$ cat src/rtl/quoted_command_line_tokenizer_top_defines.svh
// Assertion macros shared by the tokenizer RTL.
`ifndef QUOTED_COMMAND_LINE_TOKENIZER_TOP_DEFINES_SVH
`define QUOTED_COMMAND_LINE_TOKENIZER_TOP_DEFINES_SVH

// same-cycle implication, disabled in reset
`define QCLT_ASSERT_NOW(lbl, ante, cons, msg) \
   lbl: assert property (@(posedge clock) disable iff (reset) (ante) |-> (cons)) \
      else $error(msg);

// next-cycle implication, disabled in reset
`define QCLT_ASSERT_NEXT(lbl, ante, cons, msg) \
   lbl: assert property (@(posedge clock) disable iff (reset) (ante) |=> (cons)) \
      else $error(msg);

`endif

$ cat src/rtl/qclt_pkg.sv
// Types, codes and constants of the quoted command-line tokenizer.
package qclt_pkg;

   localparam int COUNT_BITS = 8;
   // counts saturate at min(2^COUNT_BITS - 1, 255)
   localparam int COUNT_W    = (COUNT_BITS < 8) ? COUNT_BITS : 8;
   localparam logic [COUNT_W-1:0] COUNT_MAX = '1;

   localparam int RES_MAX = 3;

   localparam logic [1:0] KIND_CHAR = 2'd0;
   localparam logic [1:0] KIND_TEND = 2'd1;
   localparam logic [1:0] KIND_LINE = 2'd2;

   localparam logic [1:0] COND_NONE = 2'd0;
   localparam logic [1:0] COND_AMP  = 2'd1;
   localparam logic [1:0] COND_QM   = 2'd2;

   localparam logic [6:0] CH_SPACE = 7'h20;
   localparam logic [6:0] CH_AMP   = 7'h26;
   localparam logic [6:0] CH_QM    = 7'h3F;
   localparam logic [6:0] CH_HASH  = 7'h23;
   localparam logic [6:0] CH_DQ    = 7'h22;
   localparam logic [6:0] CH_SQ    = 7'h27;

   typedef enum logic [2:0] {
      MODE_START,
      MODE_GAP,
      MODE_WORD,
      MODE_DQ,
      MODE_SQ,
      MODE_CMT
   } mode_type;

   typedef struct packed {
      logic [7:0] byte_in;
      logic       last_byte;
   } req_type;

   typedef struct packed {
      logic [1:0] kind;
      logic [6:0] char_out;
      logic [7:0] spaces_before;
      logic [1:0] cond_code;
      logic [7:0] token_total;
   } rsp_type;

   typedef struct packed {
      mode_type           mode;
      logic [COUNT_W-1:0] pending_spaces;
      logic               has_chars;
      logic [1:0]         cond_seen;
      logic [COUNT_W-1:0] token_count;
   } state_type;

   // results caused by one item
   typedef struct packed {
      rsp_type [RES_MAX-1:0] item;
      logic [1:0]            count;
   } bundle_type;

endpackage

$ cat src/rtl/qclt_step.sv
// Per-item scanner: next tokenizer state and the results one byte causes.
module qclt_step (
   input  qclt_pkg::req_type    req,
   input  qclt_pkg::state_type  state,
   output qclt_pkg::state_type  state_next,
   output qclt_pkg::bundle_type bundle
);

   logic [6:0]          c;
   logic                do_start;
   qclt_pkg::state_type st;
   qclt_pkg::bundle_type b;

   always_comb begin
      c = req.byte_in[6:0];
      if (c < 7'd32) begin
         c = qclt_pkg::CH_SPACE;
      end
      st       = state;
      b        = '0;
      do_start = 1'b0;

      case (st.mode)
         qclt_pkg::MODE_GAP: begin
            do_start = 1'b1;
         end
         qclt_pkg::MODE_WORD: begin
            if (c == qclt_pkg::CH_SPACE || c == qclt_pkg::CH_HASH) begin
               b.item[b.count].kind = qclt_pkg::KIND_TEND;
               b.count = b.count + 2'd1;
               if (st.token_count < qclt_pkg::COUNT_MAX) begin
                  st.token_count = st.token_count + 1'b1;
               end
               st.pending_spaces = '0;
               st.has_chars      = 1'b0;
               st.mode = (c == qclt_pkg::CH_HASH) ? qclt_pkg::MODE_CMT : qclt_pkg::MODE_GAP;
            end else begin
               b.item[b.count].kind     = qclt_pkg::KIND_CHAR;
               b.item[b.count].char_out = c;
               b.count = b.count + 2'd1;
            end
         end
         qclt_pkg::MODE_DQ, qclt_pkg::MODE_SQ: begin
            if ((st.mode == qclt_pkg::MODE_DQ && c == qclt_pkg::CH_DQ) ||
                (st.mode == qclt_pkg::MODE_SQ && c == qclt_pkg::CH_SQ)) begin
               b.item[b.count].kind = qclt_pkg::KIND_TEND;
               b.count = b.count + 2'd1;
               if (st.token_count < qclt_pkg::COUNT_MAX) begin
                  st.token_count = st.token_count + 1'b1;
               end
               st.pending_spaces = '0;
               st.has_chars      = 1'b0;
               st.mode           = qclt_pkg::MODE_GAP;
            end else if (c == qclt_pkg::CH_SPACE) begin
               // leading spaces of a quoted token are dropped
               if (st.has_chars && st.pending_spaces < qclt_pkg::COUNT_MAX) begin
                  st.pending_spaces = st.pending_spaces + 1'b1;
               end
            end else begin
               b.item[b.count].kind          = qclt_pkg::KIND_CHAR;
               b.item[b.count].char_out      = c;
               b.item[b.count].spaces_before = 8'(st.pending_spaces);
               b.count = b.count + 2'd1;
               st.pending_spaces = '0;
               st.has_chars      = 1'b1;
            end
         end
         qclt_pkg::MODE_CMT: begin
         end
         default: begin
            // line start, and any unused mode code
            st.mode = qclt_pkg::MODE_START;
            if (c == qclt_pkg::CH_AMP) begin
               st.cond_seen = qclt_pkg::COND_AMP;
               st.mode      = qclt_pkg::MODE_GAP;
            end else if (c == qclt_pkg::CH_QM) begin
               st.cond_seen = qclt_pkg::COND_QM;
               st.mode      = qclt_pkg::MODE_GAP;
            end else if (c != qclt_pkg::CH_SPACE) begin
               do_start = 1'b1;
            end
         end
      endcase

      if (do_start) begin
         st.pending_spaces = '0;
         st.has_chars      = 1'b0;
         if (c == qclt_pkg::CH_DQ) begin
            st.mode = qclt_pkg::MODE_DQ;
         end else if (c == qclt_pkg::CH_SQ) begin
            st.mode = qclt_pkg::MODE_SQ;
         end else if (c == qclt_pkg::CH_HASH) begin
            st.mode = qclt_pkg::MODE_CMT;
         end else if (c != qclt_pkg::CH_SPACE) begin
            st.mode      = qclt_pkg::MODE_WORD;
            st.has_chars = 1'b1;
            b.item[b.count].kind     = qclt_pkg::KIND_CHAR;
            b.item[b.count].char_out = c;
            b.count = b.count + 2'd1;
         end
      end

      if (req.last_byte) begin
         // an open token ends with the line
         if (st.mode inside {qclt_pkg::MODE_WORD, qclt_pkg::MODE_DQ, qclt_pkg::MODE_SQ}) begin
            b.item[b.count].kind = qclt_pkg::KIND_TEND;
            b.count = b.count + 2'd1;
            if (st.token_count < qclt_pkg::COUNT_MAX) begin
               st.token_count = st.token_count + 1'b1;
            end
         end
         b.item[b.count].kind        = qclt_pkg::KIND_LINE;
         b.item[b.count].cond_code   = st.cond_seen;
         b.item[b.count].token_total = 8'(st.token_count);
         b.count = b.count + 2'd1;
         st = '{mode: qclt_pkg::MODE_START, default: '0};
      end
   end

   assign state_next = st;
   assign bundle     = b;

endmodule

$ cat src/rtl/quoted_command_line_tokenizer_top.sv
// Top level of the quoted command-line tokenizer.
//
// Input channel req_: one command-line byte per item (byte_in, last_byte),
// accepted on a clock edge with req_valid high and req_stall low.
// Result channel rsp_: one token character, token end or line end per item,
// taken on a clock edge with rsp_valid high and rsp_stall low.
// Each input byte causes zero to three results, in line order.
//
// An accepted byte is held in the input register, where the scanner works on
// it; once the result register is free, the byte's results, if any, move into
// that register, which shows the first of them.
// Throughput: one byte per clock while each byte causes at most one result
// and the receiver does not stall. A byte with more results holds the result
// register until each of its results is taken, and the input register behind it waits.
// The result register is the only thing that sets this figure.
//
// Reset (synchronous, active high) empties both registers and returns the
// scanner to line start with zero counts. When the receiver stalls, the shown
// result holds, one more byte is taken into the input register if it is
// empty, and then req_stall rises until the result register frees.
`include "quoted_command_line_tokenizer_top_defines.svh"

module quoted_command_line_tokenizer_top (
   input  logic              clock,
   input  logic              reset,
   input  logic              req_valid,
   output logic              req_stall,
   input  qclt_pkg::req_type req_data,
   output logic              rsp_valid,
   input  logic              rsp_stall,
   output qclt_pkg::rsp_type rsp_data
);

   logic                 s1_valid_ff, s1_valid_in;
   qclt_pkg::req_type    s1_data_ff;
   qclt_pkg::state_type  state_ff, state_in;
   logic                 s2_valid_ff, s2_valid_in;
   qclt_pkg::bundle_type s2_bundle_ff, bundle;
   logic [1:0]           s2_idx_ff, s2_idx_in;

   logic req_accept, s2_take, s2_done, s2_free, s1_adv;

   qclt_step u_step (
      .req        (s1_data_ff),
      .state      (state_ff),
      .state_next (state_in),
      .bundle     (bundle)
   );

   assign s2_take    = s2_valid_ff && !rsp_stall;
   assign s2_done    = s2_take && (s2_idx_ff == 2'(s2_bundle_ff.count - 2'd1));
   assign s2_free    = !s2_valid_ff || s2_done;
   assign s1_adv     = s1_valid_ff && s2_free;
   assign req_stall  = s1_valid_ff && !s2_free;
   assign req_accept = req_valid && !req_stall;

   always_comb begin
      s1_valid_in = s1_valid_ff;
      if (req_accept) begin
         s1_valid_in = 1'b1;
      end else if (s1_adv) begin
         s1_valid_in = 1'b0;
      end
   end

   always_comb begin
      s2_valid_in = s2_valid_ff;
      s2_idx_in   = s2_idx_ff;
      if (s1_adv) begin
         // a byte with no results only moves the scanner state
         s2_valid_in = (bundle.count != 2'd0);
         s2_idx_in   = 2'd0;
      end else if (s2_done) begin
         s2_valid_in = 1'b0;
      end else if (s2_take) begin
         s2_idx_in = s2_idx_ff + 2'd1;
      end
   end

   always_ff @(posedge clock) begin
      if (reset) begin
         s1_valid_ff <= 1'b0;
         s2_valid_ff <= 1'b0;
         s2_idx_ff   <= 2'd0;
         state_ff    <= '{mode: qclt_pkg::MODE_START, default: '0};
      end else begin
         s1_valid_ff <= s1_valid_in;
         s2_valid_ff <= s2_valid_in;
         s2_idx_ff   <= s2_idx_in;
         if (s1_adv) begin
            state_ff <= state_in;
         end
      end
   end

   always_ff @(posedge clock) begin
      if (req_accept) begin
         s1_data_ff <= req_data;
      end
      if (s1_adv) begin
         s2_bundle_ff <= bundle;
      end
   end

   assign rsp_valid = s2_valid_ff;
   assign rsp_data  = s2_bundle_ff.item[s2_idx_ff];

   `QCLT_ASSERT_NOW(a_idx_in_range, s2_valid_ff, s2_idx_ff < s2_bundle_ff.count,
      "result index beyond bundle count")
   `QCLT_ASSERT_NOW(a_line_end_last, s2_valid_ff && rsp_data.kind == qclt_pkg::KIND_LINE,
      s2_idx_ff == 2'(s2_bundle_ff.count - 2'd1), "line end is not the last result of its item")
   `QCLT_ASSERT_NEXT(a_bundle_continues, s2_take && !s2_done, rsp_valid,
      "remaining results of an item were dropped")
   `QCLT_ASSERT_NOW(a_stall_only_full, req_stall, s1_valid_ff && s2_valid_ff,
      "input stalled with a free stage")

endmodule

$ cat config.mk
export PLATFORM = sky130hd
export DESIGN_NAME = quoted_command_line_tokenizer_top
export DESIGN_NICKNAME = d
export VERILOG_FILES = /design/src/rtl/qclt_pkg.sv /design/src/rtl/qclt_step.sv /design/src/rtl/quoted_command_line_tokenizer_top.sv
export VERILOG_INCLUDE_DIRS = /design/src /design/src/rtl
export SDC_FILE = /design/constraint.sdc
export NUM_CORES = 1
export LEC_CHECK = 0
export BUFFER_PORTS_ARGS = -buffer_cell sky130_fd_sc_hd__buf_4
export CAP_MARGIN = 20
export CELL_PAD_IN_SITES_DETAIL_PLACEMENT = 0
export CELL_PAD_IN_SITES_GLOBAL_PLACEMENT = 1
export CORE_ASPECT_RATIO = 0.5
export CORE_MARGIN = 5
export CORE_UTILIZATION = 45
export DETAILED_ROUTE_END_ITERATION = 10
export GPL_ROUTABILITY_DRIVEN = 0
export PLACE_DENSITY = 0.78
export SYNTH_ARGS = -nofsm -noshare
export SYNTH_HDL_FRONTEND = slang
export SYNTH_SLANG_ARGS = --single-unit
$ cat constraint.sdc
create_clock -name clock -period 7.2 [get_ports clock]
set_input_delay 1.44 -clock clock [delete_from_list [all_inputs] [get_ports clock]]
set_output_delay 1.44 -clock clock [all_outputs]
set_load 0.02 [all_outputs]
==> results.cfg, run 1 <==
[outcome]
status = completed

[cells_and_area]
fillers = 1023
synthToLayoutAreaGrowth_pct = 14.3
diodes = 0
nNetsFinal = 573
drive_gt1_share_pct = 14.8
utilization_pct = 53.5
fin_area_um2 = 6000

[timing]
min_period_over_period_pct = 57.4
maxSlewViolCount = 0
layout_min_cycle_time_ps = 4130
fmax_mhz = 242
relSlewSlack_pct = 38.8
finalHoldWorstSlack_ps = 462
finalSetupTns_ps = 0
skew_ps = 8.98
tightest_slew_ps = 917
rsz0062_at_grt = no
finalHoldViolations = 0
setup_viol = 0

[floorplan]
die_area_um2 = 14100
coreArea_um2 = 11200
start_util_pct = 46.8
dieHeight_um = 86.4
rows = 27
io_pins = 42
die_w_um = 163

[grt]
antenna_found_initial = 0
grt_pass1_wl_um = 19100
grt_pass1_vias = 3696
grt_usage_pct = 17.0
grt_start_max_net_pins = 64
grt.overflow.total = 0

[setup_path]
crit_path_cell_trace = nor4_1 -> a211oi_1 -> o21ai_1 -> and4_1 -> mux2i_1 -> inv_1 -> ha_1 -> nand2_1 -> a21o_1 -> nand2_1 -> nor4b_2 -> nor3_1
end_kind = flop
worst_ep_required_time_ps = 7280
reg2reg_depth = 12
startpoint_type = flop
criticalPathCategory = flop to flop
path_depth = 12
cp_max_fo = 7
critical-path-top-delay-family = simple AND/OR/NAND/NOR gates
cp_slowest_cell = nor4_1
crit_arrival_ps = 4210
crit_path_frequent_cell = nand2_1
cp_slowest_stage_delay_ps = 550
path_buf_inv = 1

[routing]
wire_per_inst_um = 16.3
first_pass_iters = 4
totalWireLength_um = 11700
ant_nets = 0
drc = 0
vias = 3912
vias_per_cell = 5.48
initialDrtViolationCount = 283

[synth]
synth_edf_count = 68
synth_top_area_share_pct = 38.9
synthDistinctLibCells = 77
netlist_instances = 514
syn_area_um2 = 5250
ys_seq_area_share_pct = 48.8
synth_flop_cell = edfxtp_1
synth_top_area_cell = edfxtp_1
synthArstFlopShare_pct = 0
ys_seq_elements = 94
yosysWarnings = 0
synth_area_per_cell_um2 = 10.2
synthTopCellsByArea = edfxtp_1 39%, dfxtp_1 9.9%, mux2i_1 5.3%

[power_and_ir_drop]
ir_drop_v = 0.000107
cellLeakagePower_nw = 2.18
clkPwrFrac_pct = 38.4
power_mw = 1.27
internal_power_mw = 0.941
power_density_nw_per_um2 = 212
switching_power_mw = 0.329
combPwrFrac_pct = 12.7
p_sw_share_pct = 25.9
seq_power_share_pct = 48.9

[placed_design]
hpwl_um = 8270
placed_cell_area_um2 = 5700
portBuffers = 40

[cts]
htree_levels = 3
numCtsBuffers = 9
tritoncts = built
post_cts_resize_count = 0
cts.sink_count = 94
clkLatencyLatePin_ps = 350
root_buffer = clkbuf_16
cts_setup_buffers = 0
clkTransAtPathRegs_ps = 70
cts_hold_buf = 0
cts.path.max_buffers = 2

[min_path]
hold_depth = 2
min_path_type = flop to flop

[run]
drv_cap = 0
[flip-flops by register name, summed over array words and instances, names as in the netlist]
signal	cells
s2_bundle_ff	60
s2_idx_ff	2
state_ff	22
s1_data_ff	8
rsp_valid	1
s1_valid_ff	1
[cell type report]
type | instances | area, um2 | share of cell area [%]
flip-flops and latches | 94 | 2560 | 42.7
multi-input cells | 383 | 2540 | 42.3
repair buffers | 44 | 330 | 5.50
clock buffers | 9 | 225 | 3.75
well taps | 159 | 199 | 3.31
clock inverters | 7 | 81.3 | 1.35
inverters | 18 | 67.6 | 1.13
[routing by layer]
metal | vias to the layer above | wire (um) | track usage (%) | part of all wire (%)
li1 | 1976 | - | - | -
met1 | 1846 | 5910 | 24.1 | 51
met2 | 77 | 5160 | 26.6 | 44
met3 | 13 | 443 | 4.04 | 3.8
met4 | 0 | 152 | 4.34 | 1.3
met5 | - | 0 | 0 | 0
[path summary, 6_finish.rpt]
| check | slack (ps) | from | end |
|---|---|---|---|
| setup reg to reg | 3070 | s1_data_ff[4] | s2_bundle_ff[36] |
| hold reg to reg | 460 | state_ff[8] | state_ff[8] |
| setup / recovery | 3070 | s1_data_ff[4] | s2_bundle_ff[36] |
| hold / removal | 460 | state_ff[8] | state_ff[8] |
[layout by cell type, fill, tap and decap left out, types with 7 or more instances in the layout]
cell,Yosys,layout
mux2i_1,28,28
nor3_1,20,20
nand3_1,9,9
nor2_1,39,39
dfxtp_1,26,26
and2_1,15,15
a21o_1,7,7
ha_1,10,10
a21oi_1,26,26
o21ai_0,32,32
inv_1,17,16
nand2b_1,7,7
and3_1,13,13
edfxtp_1,68,68
conb_1,1,7
buf_4,0,44
xor2_1,8,8
clkbuf_16,0,9
xnor2_1,8,8
a211oi_1,9,9
nand2_1,52,52
[cells in the mapped netlist, types with 10 or more instances]
| master | count |
|---|---|
| ha_1 | 10 |
| o21ai_0 | 32 |
| nor2_1 | 39 |
| nor3_1 | 20 |
| dfxtp_1 | 26 |
| a21oi_1 | 26 |
| mux2i_1 | 28 |
| nand2_1 | 52 |
| edfxtp_1 | 68 |
| clkbuf_1 | 16 |
| and3_1 | 13 |
| inv_1 | 17 |
| and2_1 | 15 |
[power by group through the flow]
stage / Clock [mW] / Combinational [mW] / Sequential (mW)
detailed placement: 0 / 0.161 / 0.633
floorplan: 0 / 0.114 / 0.627
finish: 0.488 / 0.161 / 0.621
CTS: 0.499 / 0.163 / 0.621
global route: 0.522 / 0.179 / 0.623
global placement: 0 / 0.159 / 0.632
[stage by stage]
step           setup WS [ps]  cells
4_1_cts                 3080    714
3_3_place_gp            3170    698
6_report                3070    714
5_1_grt                 2720    714
2_1_floorplan           3180    520
3_5_place_dp            3120    698
[tightest hold or removal path: stages, from the launching register on]
cell and delay [ps]:
dfxtp_1 330, nand2_1 50, o21ai_0 50
[cells by family (layout without fill, tap and decap cells)]
family	Yosys count	after routing	synth area share, %
AND/OR/NAND/NOR	196	196	20.0
buffers and inverters	43	78	3.36
flip-flops	94	94	48.8
AO/OA/AOI/OAI	123	123	16.5
adder cells (fa/ha/maj)	10	10	2.38
other	1	7	0.0714
multiplexers	30	30	5.76
XOR/XNOR	17	17	3.19
Power figures use the tool's default switching activity.
==> run 2: changes to the inputs <==
--- a/config.mk
+++ b/config.mk
@@ -12,7 +12,7 @@
 export CELL_PAD_IN_SITES_GLOBAL_PLACEMENT = 1
 export CORE_ASPECT_RATIO = 0.5
 export CORE_MARGIN = 5
-export CORE_UTILIZATION = 45
+export CORE_UTILIZATION = 43
 export DETAILED_ROUTE_END_ITERATION = 10
 export GPL_ROUTABILITY_DRIVEN = 0
 export PLACE_DENSITY = 0.78
==> constraint.sdc (replaced) <==
create_clock -name clock -period 3.75 [get_ports clock]
set_input_delay 0.75 -clock clock [delete_from_list [all_inputs] [get_ports clock]]
set_output_delay 0.75 -clock clock [all_outputs]
set_load 0.02 [all_outputs]
==> results.cfg, run 2 (synthesized netlist as in run 1, its figures left out) <==
[grt]
grt_pass1_wl_um = 19800
grt.overflow.total = 0
antenna_found_initial = 0
grt_start_max_net_pins = 64
grt_pass1_vias = 3879
grt_usage_pct = 16.8

[cts]
clkTransAtPathRegs_ps = 70
cts.path.max_buffers = 2
cts.sink_count = 94
root_buffer = clkbuf_16
clkLatencyLatePin_ps = 340
post_cts_resize_count = 0
htree_levels = 3
tritoncts = built
cts_hold_buf = 0
numCtsBuffers = 9
cts_setup_buffers = 0

[timing]
layout_min_cycle_time_ps = 3540
rsz0062_at_grt = yes
setup_viol = 0
skew_ps = 6.41
tightest_slew_ps = 881
min_period_over_period_pct = 94.5
finalHoldViolations = 0
maxSlewViolCount = 0
fmax_mhz = 282
finalSetupTns_ps = 0
relSlewSlack_pct = 41.0

[setup_path]
cp_slowest_stage_delay_ps = 420
criticalPathCategory = flop to flop
reg2reg_depth = 13
reg2reg_from = s1_data_ff[4]
crit_path_frequent_cell = nand2_1
crit_path_cell_trace = or2_4 -> or3_4 -> or3_1 -> and4_1 -> buf_4 -> xnor2_4 -> inv_2 -> ha_1 -> nand2_1 -> a21o_1 -> nand2_1 -> nor4b_2 -> nor3_1
worst_ep_required_time_ps = 3830
startpoint_type = flop
r2r_end = s2_bundle_ff[36]
end_kind = flop
startpoint = s1_data_ff[4]
cp_slowest_cell = or3_4
crit_arrival_ps = 3630
r2r_slack_ps = 210
cp_max_fo = 6

[cells_and_area]
drive_gt1_share_pct = 18.2
diodes = 0
largest_register_ffs = 60
seq_area_um2 = 2560
multi_input_area_um2 = 2540
synthToLayoutAreaGrowth_pct = 18.5
final_common_cell = edfxtp_1
final_cell_mix = 68 x edfxtp_1, 67 x buf_4, 52 x nand2_1, 39 x nor2_1, 32 x o21ai_0
largest_registers = s2_bundle_ff (60), state_ff (22), s1_data_ff (8)
nNetsFinal = 596
regMostFlops = s2_bundle_ff
fillers = 1090
utilization_pct = 52.4

[outcome]
status = completed

[routing]
vias = 3963
ant_nets = 0
drc = 0
vias_per_cell = 5.33
initialDrtViolationCount = 248
first_pass_iters = 5
totalWireLength_um = 11800
wire_per_inst_um = 15.8

[floorplan]
die_w_um = 166
coreArea_um2 = 11900
io_pins = 42
die_area_um2 = 14700
rows = 28
dieHeight_um = 88.2
start_util_pct = 44.2

[run]
drv_cap = 0

[min_path]
hold_depth = 2
min_to = state_ff[10]
min_from = state_ff[10]
min_path_type = flop to flop

[power_and_ir_drop]
ir_drop_v = 0.000246
power_density_nw_per_um2 = 413
cellLeakagePower_nw = 2.31

[placed_design]
portBuffers = 40
hpwl_um = 8620
run 2: cell count changes in the layout (fill, tap and decap cells not counted):
cell / previous run / this run
buf_4: 44 / 67
bufinv_16: 1 / 3
inv_8: 2 / 0
clkbuf_1: 0 / 1
clkinv_2: 1 / 0
clkinvlp_4: 2 / 1
inv_6: 1 / 2
nor4_1: 4 / 3
nor4_2: 0 / 1
run 2: area by class of cell:
type / instances / share of cell area [%]
tap: 165 / 3.32
inverter: 18 / 1.08
clock inverter: 6 / 1.85
clock buffer: 10 / 3.68
sequential: 94 / 41.1
multi-input combinational: 383 / 40.8
timing repair buffer: 67 / 8.08
run 2: stage by stage:
| step | power, mW | worst slack, ps | std cells | hold WS (ps) | instance area (um2) |
|---|---|---|---|---|---|
| 2_1_floorplan | 1.42 | 254 | 520 | 425 | 5280 |
| 3_3_place_gp | 1.54 | 278 | 727 | 441 | 5880 |
| 3_5_place_dp | 1.54 | 226 | 727 | 452 | 5880 |
| 4_1_cts | 2.60 | 208 | 743 | 462 | 6220 |
| 5_1_grt | 2.69 | -15.5 | 743 | 496 | 6230 |
| 6_report | 2.57 | 205 | 743 | 467 | 6230 |
run 2: how the worst max path moves through the flow:
stage | endpoint | cells after the start
2_1_floorplan | s2_bundle_ff[36] | 14
3_3_place_gp | s2_bundle_ff[36] | 13
3_5_place_dp | s2_bundle_ff[36] | 13
4_1_cts | s2_bundle_ff[36] | 13
5_1_grt | s2_bundle_ff[6] | 13
6_report | s2_bundle_ff[36] | 13
run 2: power breakdown:
part           switching (mW)  internal (mW)  leakage [nW]
sequential             0.0166           1.17         0.885
clock                   0.397          0.657         0.164
combinational           0.206          0.128          1.26
run 2: routing by layer:
layer	vias to the layer above	GRT usage (%)	part of all wire (%)	wire, um
li1	2014	-	-	-
met4	0	4.45	1.1	130
met5	-	0	0	0
met1	1847	22.4	50	5850
met3	13	4.15	4.5	526
met2	89	28.0	45	5250
run 2: critical path, delay by kind of cell (launching register included):
kind	cells	cell delay, ps
AND/OR/NAND/NOR	8	2120
XOR/XNOR	1	150
adder cells (fa/ha/maj)	1	220
buffers and inverters	2	260
flip-flops	1	380
AO/OA/AOI/OAI	1	170
==> run 3: changes to the inputs <==
--- a/config.mk
+++ b/config.mk
@@ -12,7 +12,8 @@
 export CELL_PAD_IN_SITES_GLOBAL_PLACEMENT = 1
 export CORE_ASPECT_RATIO = 0.5
 export CORE_MARGIN = 5
-export CORE_UTILIZATION = 43
+export CORE_UTILIZATION = 45
+export CTS_BUF_LIST = sky130_fd_sc_hd__clkbuf_4 sky130_fd_sc_hd__clkbuf_8
 export DETAILED_ROUTE_END_ITERATION = 10
 export GPL_ROUTABILITY_DRIVEN = 0
 export PLACE_DENSITY = 0.78
==> constraint.sdc (replaced) <==
create_clock -name clock -period 3.5 [get_ports clock]
set_input_delay 0.7 -clock clock [delete_from_list [all_inputs] [get_ports clock]]
set_output_delay 0.7 -clock clock [all_outputs]
set_load 0.02 [all_outputs]
==> results.cfg, run 3 (synthesized netlist as in run 1, its figures left out) <==
[outcome]
status = completed

[cells_and_area]
utilization_pct = 56.2
synthToLayoutAreaGrowth_pct = 19.9
final_common_cell = buf_4
seq_area_um2 = 2560
diodes = 0
largest_registers = s2_bundle_ff (60), state_ff (22), s1_data_ff (8)
fin_area_um2 = 6300
largest_register_ffs = 60
regMostFlops = s2_bundle_ff
drive_gt1_share_pct = 22.5
final_cells = 751
fillers = 1024
nNetsFinal = 610
final_cell_mix = 80 x buf_4, 68 x edfxtp_1, 50 x nand2_1, 39 x nor2_1, 32 x o21ai_0
multi_input_area_um2 = 2630

[power_and_ir_drop]
clkPwrFrac_pct = 33.2
combPwrFrac_pct = 15.3
internal_power_mw = 1.82
p_sw_share_pct = 26.3
switching_power_mw = 0.648
power_density_nw_per_um2 = 391
ir_drop_v = 0.000206
cellLeakagePower_nw = 2.34
seq_power_share_pct = 51.5

[cts]
htree_levels = 3
cts.sink_count = 94
tritoncts = built
numCtsBuffers = 9
cts.path.max_buffers = 2
clkLatencyLatePin_ps = 370
cts_hold_buf = 0
root_buffer = clkbuf_8
clkTransAtPathRegs_ps = 100

[setup_path]
worst_ep_required_time_ps = 3620
path_buf_inv = 1
end_kind = flop
cp_max_fo = 6
critical-path-top-delay-family = simple AND/OR/NAND/NOR gates
crit_path_frequent_cell = or3_4
path_depth = 12
crit_arrival_ps = 3470
reg2reg_depth = 12
r2r_slack_ps = 140
reg2reg_from = s1_data_ff[5]
cp_slowest_stage_delay_ps = 440
startpoint_type = flop
criticalPathCategory = flop to flop
cp_slowest_cell = or3_4
crit_path_cell_trace = or2_4 -> or3_4 -> or3_4 -> and4_4 -> mux2i_1 -> inv_1 -> ha_4 -> nand2_1 -> a21o_4 -> a21o_1 -> a2111oi_4 -> nor3_1
r2r_end = s2_bundle_ff[60]

[timing]
relSlewSlack_pct = 44.6
min_period_over_period_pct = 95.9
setup_viol = 0
skew_ps = 9.05
tightest_slew_ps = 829
maxSlewViolCount = 0
finalHoldViolations = 0
layout_min_cycle_time_ps = 3360
fmax_mhz = 298

[min_path]
min_path_type = flop to flop
min_to = state_ff[10]
min_from = state_ff[10]
hold_depth = 2

[floorplan]
rows = 27
start_util_pct = 46.8
io_pins = 42
dieHeight_um = 86.4
die_w_um = 163
coreArea_um2 = 11200
die_area_um2 = 14100

[routing]
vias = 4058
ant_nets = 0
wire_per_inst_um = 16.1
drc = 0
initialDrtViolationCount = 223
totalWireLength_um = 12100
vias_per_cell = 5.40
first_pass_iters = 5

[placed_design]
hpwl_um = 8770
placed_cell_area_um2 = 5960
dp.cells = 733
portBuffers = 40

[run]
drv_cap = 0

[grt]
grt_usage_pct = 17.6
antenna_found_initial = 0
grt_pass1_wl_um = 19800
grt.overflow.total = 0
grt_start_max_net_pins = 40
grt_pass1_vias = 3932
run 3: cell count changes in the layout (fill, tap and decap cells not counted), sizes merged:
| cell | before | now |
|---|---|---|
| buf | 67 | 81 |
| bufinv | 3 | 2 |
| clkinvlp | 1 | 2 |
| inv | 20 | 19 |
| clkinv | 0 | 1 |
run 3: final cells by class:
| type | instances | share of cell area [%] |
|---|---|---|
| clock inverter | 6 | 1.51 |
| timing repair buffer | 81 | 9.71 |
| sequential | 94 | 40.7 |
| inverter | 18 | 1.07 |
| multi-input combinational | 383 | 41.8 |
| tap | 159 | 3.16 |
| clock buffer | 10 | 2.09 |
run 3: worst max-delay path by stage:
stage | startpoint | end | slack [ps]
after floorplan | state_ff[0] | s2_bundle_ff[36] | 4
after global placement | s1_data_ff[4] | s2_bundle_ff[36] | 90
after detailed placement | s1_data_ff[4] | s2_bundle_ff[36] | -0.3
after CTS | s1_data_ff[4] | s2_bundle_ff[57] | 5
after global routing | s1_data_ff[4] | s2_bundle_ff[30] | -3
final | s1_data_ff[5] | s2_bundle_ff[60] | 140
run 3: repair_timing:
item,4_1_cts,5_1_grt
endpoints found under the setup margin,2,28
buffers inserted,0,3
pin swaps,0,8
gates resized for setup,2,20
run 3: power by group through the flow:
stage          Clock, mW  Combinational (mW)  Sequential [mW]
3_3_place_gp           0               0.362             1.29
6_report           0.818               0.378             1.27
4_1_cts            0.836               0.369             1.27
2_1_floorplan          0               0.234             1.29
3_5_place_dp           0               0.367             1.29
5_1_grt            0.880               0.417             1.27
run 3: per-stage QoR:
| step | hold WS, ps | total power, mW | TNS, ps | worst slack (ps) |
|---|---|---|---|---|
| 4_1_cts | 468 | 2.47 | 0 | 4.50 |
| 6_report | 469 | 2.46 | 0 | 145 |
| 3_5_place_dp | 453 | 1.66 | -0.319 | -0.319 |
| 3_3_place_gp | 439 | 1.65 | 0 | 94.5 |
| 2_1_floorplan | 425 | 1.52 | 0 | 3.51 |
| 5_1_grt | 476 | 2.57 | -2.81 | -2.79 |
run 3: worst min-delay path: stages, from the launching register on:
cell     delay (ps)
dfxtp_1         320
nand2_1          60
a21oi_1          50
run 3: layer usage:
| metal | up-vias | part of all wire (%) | GRT usage, % |
|---|---|---|---|
| met2 | 71 | 46 | 29.2 |
| li1 | 2038 | - | - |
| met3 | 10 | 4.5 | 4.51 |
| met5 | - | 0 | 0 |
| met1 | 1939 | 49 | 23.7 |
| met4 | 0 | 0.75 | 3.12 |
